`src/design/kbuf_pkg.sv`:
```
// ----------------------------------------------------------------------------
// kbuf_pkg
// Shared types, constants and the modifier flag table of the keyboard
// event buffer.
// ----------------------------------------------------------------------------
`default_nettype none

package kbuf_pkg;

  localparam int RING_DEPTH_DEF = 64;
  localparam int KEY_COUNT_DEF  = 256;
  localparam int MODIFIER_BASE  = 215;
  localparam int MOD_COUNT      = 12;

  localparam int ACT_W  = 2;
  localparam int KEY_W  = 8;
  localparam int CHAR_W = 21;
  localparam int MOD_W  = 10;

  localparam int APB_AW = 4;
  localparam int APB_DW = 32;

  localparam logic [MOD_W-1:0] PLAIN_MASK = 10'h07F;
  localparam logic [MOD_W-1:0] LOCK_MASK  = 10'h380;
  localparam int               ALT_BIT    = 2;

  typedef enum logic [ACT_W-1:0] {
    ACT_DOWN   = 2'd0,
    ACT_REPEAT = 2'd1,
    ACT_UP     = 2'd2,
    ACT_READ   = 2'd3
  } act_t;

  typedef enum logic [1:0] {
    REG_REPEAT_EN      = 2'd0,
    REG_LOCK_TOGGLE_EN = 2'd1,
    REG_LED_FOLLOW_EN  = 2'd2
  } reg_idx_t;

  typedef enum logic [1:0] {
    ST_CLEAR,
    ST_IDLE,
    ST_EXEC
  } state_t;

  typedef struct packed {
    logic repeat_en;
    logic lock_toggle_en;
    logic led_follow_en;
  } kbuf_cfg_t;

  // Flags in key order: lshift, rshift, lctrl, rctrl, alt, altgr, lwin,
  // rwin, menu, scroll, num, caps.
  localparam logic [MOD_W-1:0] MOD_FLAGS [MOD_COUNT] = '{
    10'h001, 10'h001, 10'h002, 10'h002, 10'h004, 10'h008,
    10'h010, 10'h020, 10'h040, 10'h080, 10'h100, 10'h200
  };

  function automatic logic [MOD_W-1:0] flag_of(input logic [KEY_W-1:0] code);
    logic [KEY_W:0]   diff;
    logic [MOD_W-1:0] flag;
    diff = {1'b0, code} - (KEY_W+1)'(MODIFIER_BASE);
    flag = '0;
    if (code >= KEY_W'(MODIFIER_BASE) && diff[KEY_W-1:0] < KEY_W'(MOD_COUNT)) begin
      flag = MOD_FLAGS[diff[3:0]];
    end
    return flag;
  endfunction

endpackage

`default_nettype wire

```
`src/design/kbuf_ram.sv`:
```
// ----------------------------------------------------------------------------
// kbuf_ram
// Generic single-port-write, single-port-read RAM with a registered read.
// ----------------------------------------------------------------------------
`default_nettype none

module kbuf_ram #(
  parameter int WIDTH = 8,
  parameter int DEPTH = 64
) (
  input  wire logic                     clk,
  input  wire logic                     we,
  input  wire logic [$clog2(DEPTH)-1:0] waddr,
  input  wire logic [WIDTH-1:0]         wdata,
  input  wire logic [$clog2(DEPTH)-1:0] raddr,
  output logic      [WIDTH-1:0]         rdata
);

  logic [WIDTH-1:0] mem [DEPTH];

  always_ff @(posedge clk) begin
    if (we) begin
      mem[waddr] <= wdata;
    end
    rdata <= mem[raddr];
  end

endmodule

`default_nettype wire

```
`src/design/kbuf_regs.sv`:
```
// ----------------------------------------------------------------------------
// kbuf_regs
// APB-style configuration registers of the keyboard event buffer.
// ----------------------------------------------------------------------------
`default_nettype none

module kbuf_regs (
  input  wire logic                       clk,
  input  wire logic                       rst,
  input  wire logic                       psel,
  input  wire logic                       penable,
  input  wire logic                       pwrite,
  input  wire logic [kbuf_pkg::APB_AW-1:0] paddr,
  input  wire logic [kbuf_pkg::APB_DW-1:0] pwdata,
  output logic      [kbuf_pkg::APB_DW-1:0] prdata,
  output logic                            pready,
  output kbuf_pkg::kbuf_cfg_t             cfg
);

  import kbuf_pkg::*;

  reg_idx_t idx;
  logic     wr;

  assign idx    = reg_idx_t'(paddr[APB_AW-1:2]);
  assign wr     = psel && penable && pwrite;
  assign pready = 1'b1;

  always_ff @(posedge clk) begin
    if (rst) begin
      cfg.repeat_en      <= 1'b1;
      cfg.lock_toggle_en <= 1'b1;
      cfg.led_follow_en  <= 1'b1;
    end else if (wr) begin
      unique case (idx)
        REG_REPEAT_EN:      cfg.repeat_en      <= pwdata[0];
        REG_LOCK_TOGGLE_EN: cfg.lock_toggle_en <= pwdata[0];
        REG_LED_FOLLOW_EN:  cfg.led_follow_en  <= pwdata[0];
        default: ;
      endcase
    end
  end

  always_comb begin
    prdata = '0;
    unique case (idx)
      REG_REPEAT_EN:      prdata[0] = cfg.repeat_en;
      REG_LOCK_TOGGLE_EN: prdata[0] = cfg.lock_toggle_en;
      REG_LED_FOLLOW_EN:  prdata[0] = cfg.led_follow_en;
      default:            prdata    = '0;
    endcase
  end

endmodule

`default_nettype wire

```
`src/design/keyboard_event_buffer_top.sv`:
```
// An accepted item is registered, then executed in ST_EXEC, where its result
// is registered once the output is free; no new item is accepted until then.
// The held-bit RAM and ring RAM are read in the accept cycle and written back
// when the item executes. Reset: synchronous; afterwards the held-bit RAM is
// cleared one entry per cycle, and no item is accepted until it is all clear.
// ----------------------------------------------------------------------------
// keyboard_event_buffer_top
// Key event tracker with held bits, modifier flags and a character ring.
// ----------------------------------------------------------------------------
`default_nettype none

module keyboard_event_buffer_top #(
  parameter int RING_DEPTH = kbuf_pkg::RING_DEPTH_DEF,
  parameter int KEY_COUNT  = kbuf_pkg::KEY_COUNT_DEF
) (
  input  wire logic                        clk,
  input  wire logic                        rst,
  input  wire logic                        in_valid,
  output logic                             in_ready,
  input  wire logic [kbuf_pkg::ACT_W-1:0]  action,
  input  wire logic [kbuf_pkg::KEY_W-1:0]  key_code,
  input  wire logic [kbuf_pkg::CHAR_W-1:0] char_code,
  output logic                             out_valid,
  input  wire logic                        out_ready,
  output logic                             read_valid,
  output logic      [kbuf_pkg::CHAR_W-1:0] read_char,
  output logic      [kbuf_pkg::KEY_W-1:0]  read_scan,
  output logic                             buffer_empty,
  output logic                             push_dropped,
  output logic      [kbuf_pkg::MOD_W-1:0]  modifier_bits,
  output logic                             led_update,
  output logic                             key_is_held,
  input  wire logic                        psel,
  input  wire logic                        penable,
  input  wire logic                        pwrite,
  input  wire logic [kbuf_pkg::APB_AW-1:0] paddr,
  input  wire logic [kbuf_pkg::APB_DW-1:0] pwdata,
  output logic      [kbuf_pkg::APB_DW-1:0] prdata,
  output logic                             pready
);

  import kbuf_pkg::*;

  localparam int PW     = $clog2(RING_DEPTH);
  localparam int KW     = $clog2(KEY_COUNT);
  localparam int ENTRY_W = CHAR_W + KEY_W;

  kbuf_cfg_t cfg;

  kbuf_regs u_regs (
    .clk     (clk),
    .rst     (rst),
    .psel    (psel),
    .penable (penable),
    .pwrite  (pwrite),
    .paddr   (paddr),
    .pwdata  (pwdata),
    .prdata  (prdata),
    .pready  (pready),
    .cfg     (cfg)
  );

  state_t state, state_next;
  logic [KW-1:0]     clr_cnt;
  logic [PW-1:0]     head, head_next;
  logic [PW-1:0]     tail, tail_next;
  logic [MOD_W-1:0]  modifiers, mod_next;

  act_t              item_action;
  logic [KEY_W-1:0]  item_key;
  logic [CHAR_W-1:0] item_char;

  logic              fire;
  logic              held_we, held_wdata, held_rdata;
  logic [KW-1:0]     held_waddr, held_raddr;
  logic              ring_we;
  logic [ENTRY_W-1:0] ring_wdata, ring_rdata;

  logic              press, release_key, in_range, is_mod_code, full, not_empty;
  logic [MOD_W-1:0]  flag;
  logic [CHAR_W-1:0] push_char;
  logic              held_now;

  function automatic logic [PW-1:0] ring_next(input logic [PW-1:0] p);
    return (p == PW'(RING_DEPTH - 1)) ? '0 : p + PW'(1);
  endfunction

  kbuf_ram #(.WIDTH(1), .DEPTH(KEY_COUNT)) u_held_ram (
    .clk   (clk),
    .we    (held_we),
    .waddr (held_waddr),
    .wdata (held_wdata),
    .raddr (held_raddr),
    .rdata (held_rdata)
  );

  kbuf_ram #(.WIDTH(ENTRY_W), .DEPTH(RING_DEPTH)) u_ring_ram (
    .clk   (clk),
    .we    (ring_we),
    .waddr (tail),
    .wdata (ring_wdata),
    .raddr (head),
    .rdata (ring_rdata)
  );

  assign in_ready = (state == ST_IDLE);
  assign fire     = (state == ST_EXEC) && (!out_valid || out_ready);

  // The held RAM is read with the arriving key in the accept cycle.
  assign held_raddr = (state == ST_IDLE) ? key_code[KW-1:0] : item_key[KW-1:0];

  always_comb begin
    press       = (item_action == ACT_DOWN) ||
                  (item_action == ACT_REPEAT && cfg.repeat_en);
    release_key = (item_action == ACT_UP);
    in_range    = {1'b0, item_key} < (KEY_W+1)'(KEY_COUNT);
    is_mod_code = item_key >= KEY_W'(MODIFIER_BASE);
    flag        = flag_of(item_key);
    full        = ring_next(tail) == head;
    not_empty   = head != tail;

    mod_next = modifiers;
    if (press) begin
      if ((flag & PLAIN_MASK) != '0) begin
        mod_next = modifiers | flag;
      end else if ((flag & LOCK_MASK) != '0 && cfg.lock_toggle_en) begin
        mod_next = modifiers ^ flag;
      end
    end else if (release_key && (flag & PLAIN_MASK) != '0) begin
      mod_next = modifiers & ~flag;
    end

    push_char  = mod_next[ALT_BIT] ? '0 : item_char;
    ring_wdata = {push_char, item_key};
    ring_we    = fire && press && !is_mod_code && !full;
    tail_next  = ring_we ? ring_next(tail) : tail;
    head_next  = (fire && item_action == ACT_READ && not_empty) ? ring_next(head) : head;

    if (!in_range) begin
      held_now = 1'b0;
    end else if (press) begin
      held_now = 1'b1;
    end else if (release_key) begin
      held_now = 1'b0;
    end else begin
      held_now = held_rdata;
    end

    if (state == ST_CLEAR) begin
      held_we    = 1'b1;
      held_waddr = clr_cnt;
      held_wdata = 1'b0;
    end else begin
      held_we    = fire && in_range && (press || release_key);
      held_waddr = item_key[KW-1:0];
      held_wdata = press;
    end
  end

  always_comb begin
    state_next = state;
    unique case (state)
      ST_CLEAR: if (clr_cnt == KW'(KEY_COUNT - 1)) state_next = ST_IDLE;
      ST_IDLE:  if (in_valid) state_next = ST_EXEC;
      ST_EXEC:  if (fire) state_next = ST_IDLE;
      default:  state_next = ST_CLEAR;
    endcase
  end

  always_ff @(posedge clk) begin
    if (rst) begin
      state     <= ST_CLEAR;
      clr_cnt   <= '0;
      head      <= '0;
      tail      <= '0;
      modifiers <= '0;
      out_valid <= 1'b0;
    end else begin
      state <= state_next;
      if (state == ST_CLEAR) begin
        clr_cnt <= clr_cnt + KW'(1);
      end
      head <= head_next;
      tail <= tail_next;
      if (fire) begin
        modifiers <= mod_next;
      end
      if (fire) begin
        out_valid <= 1'b1;
      end else if (out_ready) begin
        out_valid <= 1'b0;
      end
    end
  end

  always_ff @(posedge clk) begin
    if (in_valid && in_ready) begin
      item_action <= act_t'(action);
      item_key    <= key_code;
      item_char   <= char_code;
    end
    if (fire) begin
      read_valid    <= (item_action == ACT_READ) && not_empty;
      read_char     <= ((item_action == ACT_READ) && not_empty) ?
                       ring_rdata[ENTRY_W-1:KEY_W] : '0;
      read_scan     <= ((item_action == ACT_READ) && not_empty) ?
                       ring_rdata[KEY_W-1:0] : '0;
      buffer_empty  <= head_next == tail_next;
      push_dropped  <= press && !is_mod_code && full;
      modifier_bits <= mod_next;
      led_update    <= cfg.led_follow_en && (((modifiers ^ mod_next) & LOCK_MASK) != '0);
      key_is_held   <= held_now;
    end
  end

endmodule

`default_nettype wire

```
`config.mk`:
```
export PLATFORM = sky130hd
export DESIGN_NAME = keyboard_event_buffer_top
export DESIGN_NICKNAME = d
export VERILOG_FILES = /design/src/design/kbuf_pkg.sv /design/src/design/kbuf_ram.sv /design/src/design/kbuf_regs.sv /design/src/design/keyboard_event_buffer_top.sv
export SDC_FILE = /design/constraint.sdc
export NUM_CORES = 2
export LEC_CHECK = 0
export ABC_AREA = 0
export BUFFER_PORTS_ARGS = -buffer_cell sky130_fd_sc_hd__buf_2
export CELL_PAD_IN_SITES_DETAIL_PLACEMENT = 0
export CELL_PAD_IN_SITES_GLOBAL_PLACEMENT = 1
export CORE_UTILIZATION = 42
export CTS_CLUSTER_SIZE = 24
export DETAILED_ROUTE_END_ITERATION = 10
export GPL_TIMING_DRIVEN = 0
export HOLD_SLACK_MARGIN = 0.05
export PLACE_DENSITY_LB_ADDON = 0.1
export SYNTH_ARGS = -nofsm -noshare
export SYNTH_HDL_FRONTEND = slang
export SYNTH_SLANG_ARGS = --single-unit
```
`constraint.sdc`:
```
create_clock -name clk -period 20.4 [get_ports clk]
set_input_delay 4.08 -clock clk [delete_from_list [all_inputs] [get_ports clk]]
set_output_delay 4.08 -clock clk [all_outputs]
set_load 0.01 [all_outputs]
```
* Word-level counts from Yosys, hierarchy flattened
Memories as Yosys holds them, arrays and structs flattened. A register that Yosys moved wholly into a read port is not among the register bits.
Index checks and enable logic that the tools add are counted.
** Word-level totals
- Flip-flop bits (word level) :: 111
- Bits of input ports :: 74
- Word-level logic and storage cells :: 115
- RAM bits :: 2112
- ROM bits :: 160
- Output and inout bits :: 79
- Memories :: 3
** Cells by class
- Multiplexer cells :: 28
- Reduce and logical (&&, ||, !) cells :: 35
- Order comparisons :: 3
- Bitwise gates (word level) :: 6
- $add $sub $neg :: 4
- Eq/ne operators :: 16
** Memory list
- u_ring_ram.mem :: words 64, width 29, read ports 1, clocked after Yosys merged registers in 1, write ports 1, line kbuf_ram.sv:19 : logic [WIDTH-1:0] mem [DEPTH];
- u_held_ram.mem :: words 256, width 1, read ports 1, clocked after Yosys merged registers in 1, write ports 1, line kbuf_ram.sv:19
- (no name shown) :: words 16, width 10, read ports 1, clocked after Yosys merged registers in 0, write ports 0, line kbuf_pkg.sv:65 : flag = MOD_FLAGS[diff[3:0]];
** Operator list (number)
- 10-bit two-way mux :: 7
- 10-bit nonzero test :: 3
- 6-bit two-way mux :: 4
- 21-bit two-way mux :: 1
- 10-bit bitwise XOR :: 2
- 1-bit logical AND :: 18
- 8-bit two-way mux :: 2
- 6-bit by 1-bit adder with 6-bit output (second input constant) :: 2
- 6-bit equality test :: 2
- 6-bit equality test (second input constant) :: 2
- 10-bit AND :: 1
- 10-bit inverter :: 1
- 10-bit OR :: 1
- 1-bit two-way mux :: 9
- 8-bit by 1-bit adder with 8-bit output (second input constant) :: 1
- 2-bit equality test (second input constant) :: 4
- 8-bit equality test (second input constant) :: 1
- 8-bit >= comparator (second input constant) :: 1
- 8-bit by 4-bit < comparator with 1-bit output (second input constant) :: 1
- 8-bit subtractor (second input constant) :: 1
- 2-bit by 1-bit equality test with 1-bit output (second input constant) :: 3
- 2-bit logical NOT :: 3
- 2-bit two-way mux :: 3
- 6-bit inequality test :: 1
- 11 further kinds :: 18

* Depth between registers and ports, before layout
- Word-level depth :: 14
- Mapped depth :: 14
- Mapped depth without buffers :: 12

* Modules after synthesis
Synthesis repeated with hierarchy kept, for this count alone.
** Second synthesis, totals
- Cell total of the unflattened synthesis :: 4787
- Area total of the unflattened synthesis :: 90130.2 µm²
** Modules (own cells, without submodules)
- kbuf_ram at u_ring_ram :: area an instance 72618.4 µm², sequential area each 56314.0 µm², times used 1, cells each 3407
- kbuf_ram at u_held_ram :: area an instance 11128.2 µm², sequential area each 7707.4 µm², times used 1, cells each 788
- keyboard_event_buffer_top :: area an instance 5979.5 µm², sequential area each 2912.8 µm², times used 1, cells each 540
- kbuf_regs :: area an instance 404.1 µm², sequential area each 60.1 µm², times used 1, cells each 52

* Least setup slack after synthesis
No wires, ideal clock.
- Path kind :: input -> output
- Start :: in paddr[2] in the netlist's numbering
- End :: out prdata[0] in the netlist's numbering
- Path buffers :: 0
- Data arrival time :: 4453 ps
- Path slack :: 11867 ps
- Cell stages on the path :: 2
- Data required time :: 16320 ps
- Path through :: mux2i_1 o21ai_0
** Between the ends
- Longest elaborated chain between the ends :: 2
- Elaborated cells on any way between the ends :: 4
- Those cells by class :: 2 x eq/ne; 1 x mux; 1 x reduce/logical
** Ends and longest elaborated chain
- from (decl) :: line keyboard_event_buffer_top.sv:36 : input wire logic [kbuf_pkg::APB_AW-1:0] paddr,
- 2-bit equality test, or another cell as far along :: line kbuf_regs.sv:46 : unique case (idx)
- 1-bit one-hot mux with 3 select lines (*) :: line kbuf_regs.sv:46
- to (decl) :: line keyboard_event_buffer_top.sv:38 : output logic [kbuf_pkg::APB_DW-1:0] prdata,
Mark *: on every way between the ends. The rest lies on a longest branch, timed or not.

* Worst setup path in the final report
Same ends and word-level chain as after synthesis.

==> metrics <==
status finished, final reports clean; PwrDens 88.6 mW/mm^2; number of synthesized flops with an enable pin 2187; CP Capture Type primary output; post-synth design cell area 0.0887 sq mm; initial antenna violation count 36; Initial Util 0.423; CTS Buffer Depth 3; reg2reg start item_key[1]$_DFFE_PP_; DIE HEIGHT 462 microns; worst hold path cell count 1; maximum net fanout on the critical path 6; WL final 247000 microns; DRC Markers 0; Clock Skews 50.5 ps; Seq cells post-synth 2253; synthesized area per cell 20.6 sq um; relative slew slack 0.0762; CP max stage delay 190 ps; Row Count 168; placed instance area 0.0957 sq mm; synth top area cells edfxtp_1 74%, mux4_2 16%, nor2_1 1.6%, dfxtp_1 1.5%, nand2_1 0.93%; Core Box Area 0.210 sq mm; layout cells sized above 1 0.275; area delta synth->final 16.2%; CTS tree built; register area share after synthesis 0.755; setup violators final 0; DIE AREA 0.213 sq mm; worst hold start u_ring_ram.rdata[12]$_DFF_P_; Hold-fix buffers, CTS 0; routed vias 43909; Pins Over Slew Limit 0; CP top delay family buffers and inverters; RD Place Congestion 0.805; leading area contributor after synthesis edfxtp_1; GRT Overall Usage 0.233; Detail Route Antenna Nets 0; Worst setup SP type input pin; remaining global-route overflow 0; Setup Fix Bufs, Post-CTS 0; RSZ-0062 raised after global routing no; Async S/R FF share, synth 0; YS warnings 0; cells along the critical path buf_2 > mux2i_1 > o21ai_0 > buf_2; Final Hold Viols 0; clock slew at reported path FFs 60 ps; number of DRC markers in iteration 0 4346; post-layout util 0.491; period utilization 0.427; critical path data arrival time 4620 ps; R2R Setup Slk 15080 ps; CP Class in2out; Post-Synthesis Cells 4304; Die Wd 462 microns; Resized Gates After CTS 0; most frequent cell on the critical path buf_2; port bufs 86; share of the synthesized area in the top cell type 0.740; first-pass GRT wire length 343000 microns; slew at the pin with the worst max-slew slack 1380 ps; CTS sink cnt 2253; largest net degree at the start of global routing 65; H-tree depth 4; slowest stage cell, crit path mux2i_1; Detailed Routing Iterations Pass 1 5; final setup TNS 0 ps; reg-to-reg endpoint u_ring_ram.mem[3][14]$_DFFE_PP_; min cycle time layout 8700 ps; Worst Path Required 16320 ps; leakage dissipation 32.0 nW; top cells by count, synth 2187 x edfxtp_1, 619 x mux4_2, 372 x nor2_1, 220 x nand2_1, 145 x clkbuf_1; Main synth FF type edfxtp_1; Routed wire per std cell 31.8 microns; Worst Hold End read_char[4]$_SDFFCE_PN0P_; WP buf/inv 2; Peak supply drop 0.000101 V; fillers 17239; TritonCTS Buffers 231; CTS Root Buffer Type clkbuf_16; f_max 115 MHz; min-delay worst type reg2reg; library cells used by synthesis 78; Top Ports 153; vias in the first global route 44196; most numerous cell in the Yosys netlist edfxtp_1; worst r2r path cells 8; Vias/cell 5.65; Layout Nets 4858; clk_lat worst skew 900 ps; fin area 0.103 sq mm; post-DP HPWL 168000 microns; max-cap violations 0
==> worst max-delay path by stage <==
| stage | startpoint | end | slack [ps] | depth (start not counted) |
|---|---|---|---|---|
| floorplan | paddr[2] | prdata[0] | 11870 | 2 |
| global placement | state[0]$_SDFFE_PP0P_ | u_held_ram.mem[116]$_DFFE_PP_ | 6700 | 3 |
| detailed placement | paddr[2] | prdata[0] | 11700 | 4 |
| CTS | paddr[2] | prdata[0] | 11690 | 4 |
| global route | paddr[2] | prdata[0] | 11610 | 4 |
| finish | paddr[2] | prdata[0] | 11700 | 4 |
==> sequential cells by signal, indices dropped and copies added (netlist names), 2 cells and up <==
signal and cells:
modifiers 10, item_key 8, modifier_bits 10, read_scan 8
state 2, clr_cnt 8, item_action 2, head 6
read_char 21, u_ring_ram.rdata 29, item_char 21, u_ring_ram.mem 1856
u_regs.cfg 3, u_held_ram.mem 256, tail 6
==> power breakdown <==
| part | internal (W) | leakage, nW | switching [W] |
|---|---|---|---|
| Clock | 0.00228 | 3.59 | 0.00182 |
| Sequential | 0.00500 | 21.0 | 0.000000999 |
| Combinational | 0.0000103 | 7.36 | 0.0000238 |
| Total | 0.00729 | 32.0 | 0.00184 |
==> worst register-to-register path, cell delays in order, from the launching register on <==
cell and delay [ps]:
edfxtp_1 730, ha_1 430, a21o_1 240, a21o_1 190, a211oi_1 380, a21boi_2 490, nand4b_1 1170, nor2_4 1130
buf_16 250
==> layer usage <==
layer | track usage | share of wire | vias to the layer above
met2 | 0.375 | 0.48 | 1333
li1 | - | - | 18549
met5 | 0 | 0.00023 | -
met1 | 0.319 | 0.42 | 23697
met3 | 0.0458 | 0.063 | 322
met4 | 0.0799 | 0.033 | 8
==> cell usage in the layout (no fill, tap or decap), drive strengths merged, types with 32 or more instances in the layout <==
master,synthesis,final
edfxtp,2187,2187
mux4,625,625
clkbuf,145,442
nor2,372,372
buf,132,321
nand2,220,220
clkinv,0,117
nand3,77,77
dfxtp,66,66
and2,55,55
mux2i,50,50
a21oi,43,43
conb,2,32
==> cell type report <==
class,instances,area (sq um),area share
diodes,7,17.5,0.000170
inverters,24,95.1,0.000923
repair buffers,189,2800,0.0271
clock buffers,297,6130,0.0595
well taps,2805,3510,0.0341
plain buffers,277,1360,0.0132
flip-flops and latches,2253,67000,0.650
multi-input cells,1780,20900,0.203
clock inverters,135,1230,0.0119
==> stage by stage <==
step | worst slack, ps | hold slack (ps) | instances | total power (W)
detailed placement | 11700 | 489 | 7328 | 0.00513
global placement | 6700 | 491 | 7225 | 0.00513
finish | 11700 | 503 | 7767 | 0.00913
floorplan | 11870 | 458 | 4334 | 0.00512
CTS | 11690 | 504 | 7760 | 0.00921
global route | 11610 | 522 | 7762 | 0.00938
==> cells by family (layout without fill, tap and decap cells) <==
group,Yosys count,count (layout),share of synthesized area
xor+xnor,31,31,0.00315
flops,2253,2253,0.755
other cells,2,39,0.0000847
simple gates,821,821,0.0405
fa+ha+maj,28,28,0.00395
compound gates,189,189,0.0154
buf+inv,301,922,0.0163
mux,679,679,0.165
Power figures use the tool's default switching activity.
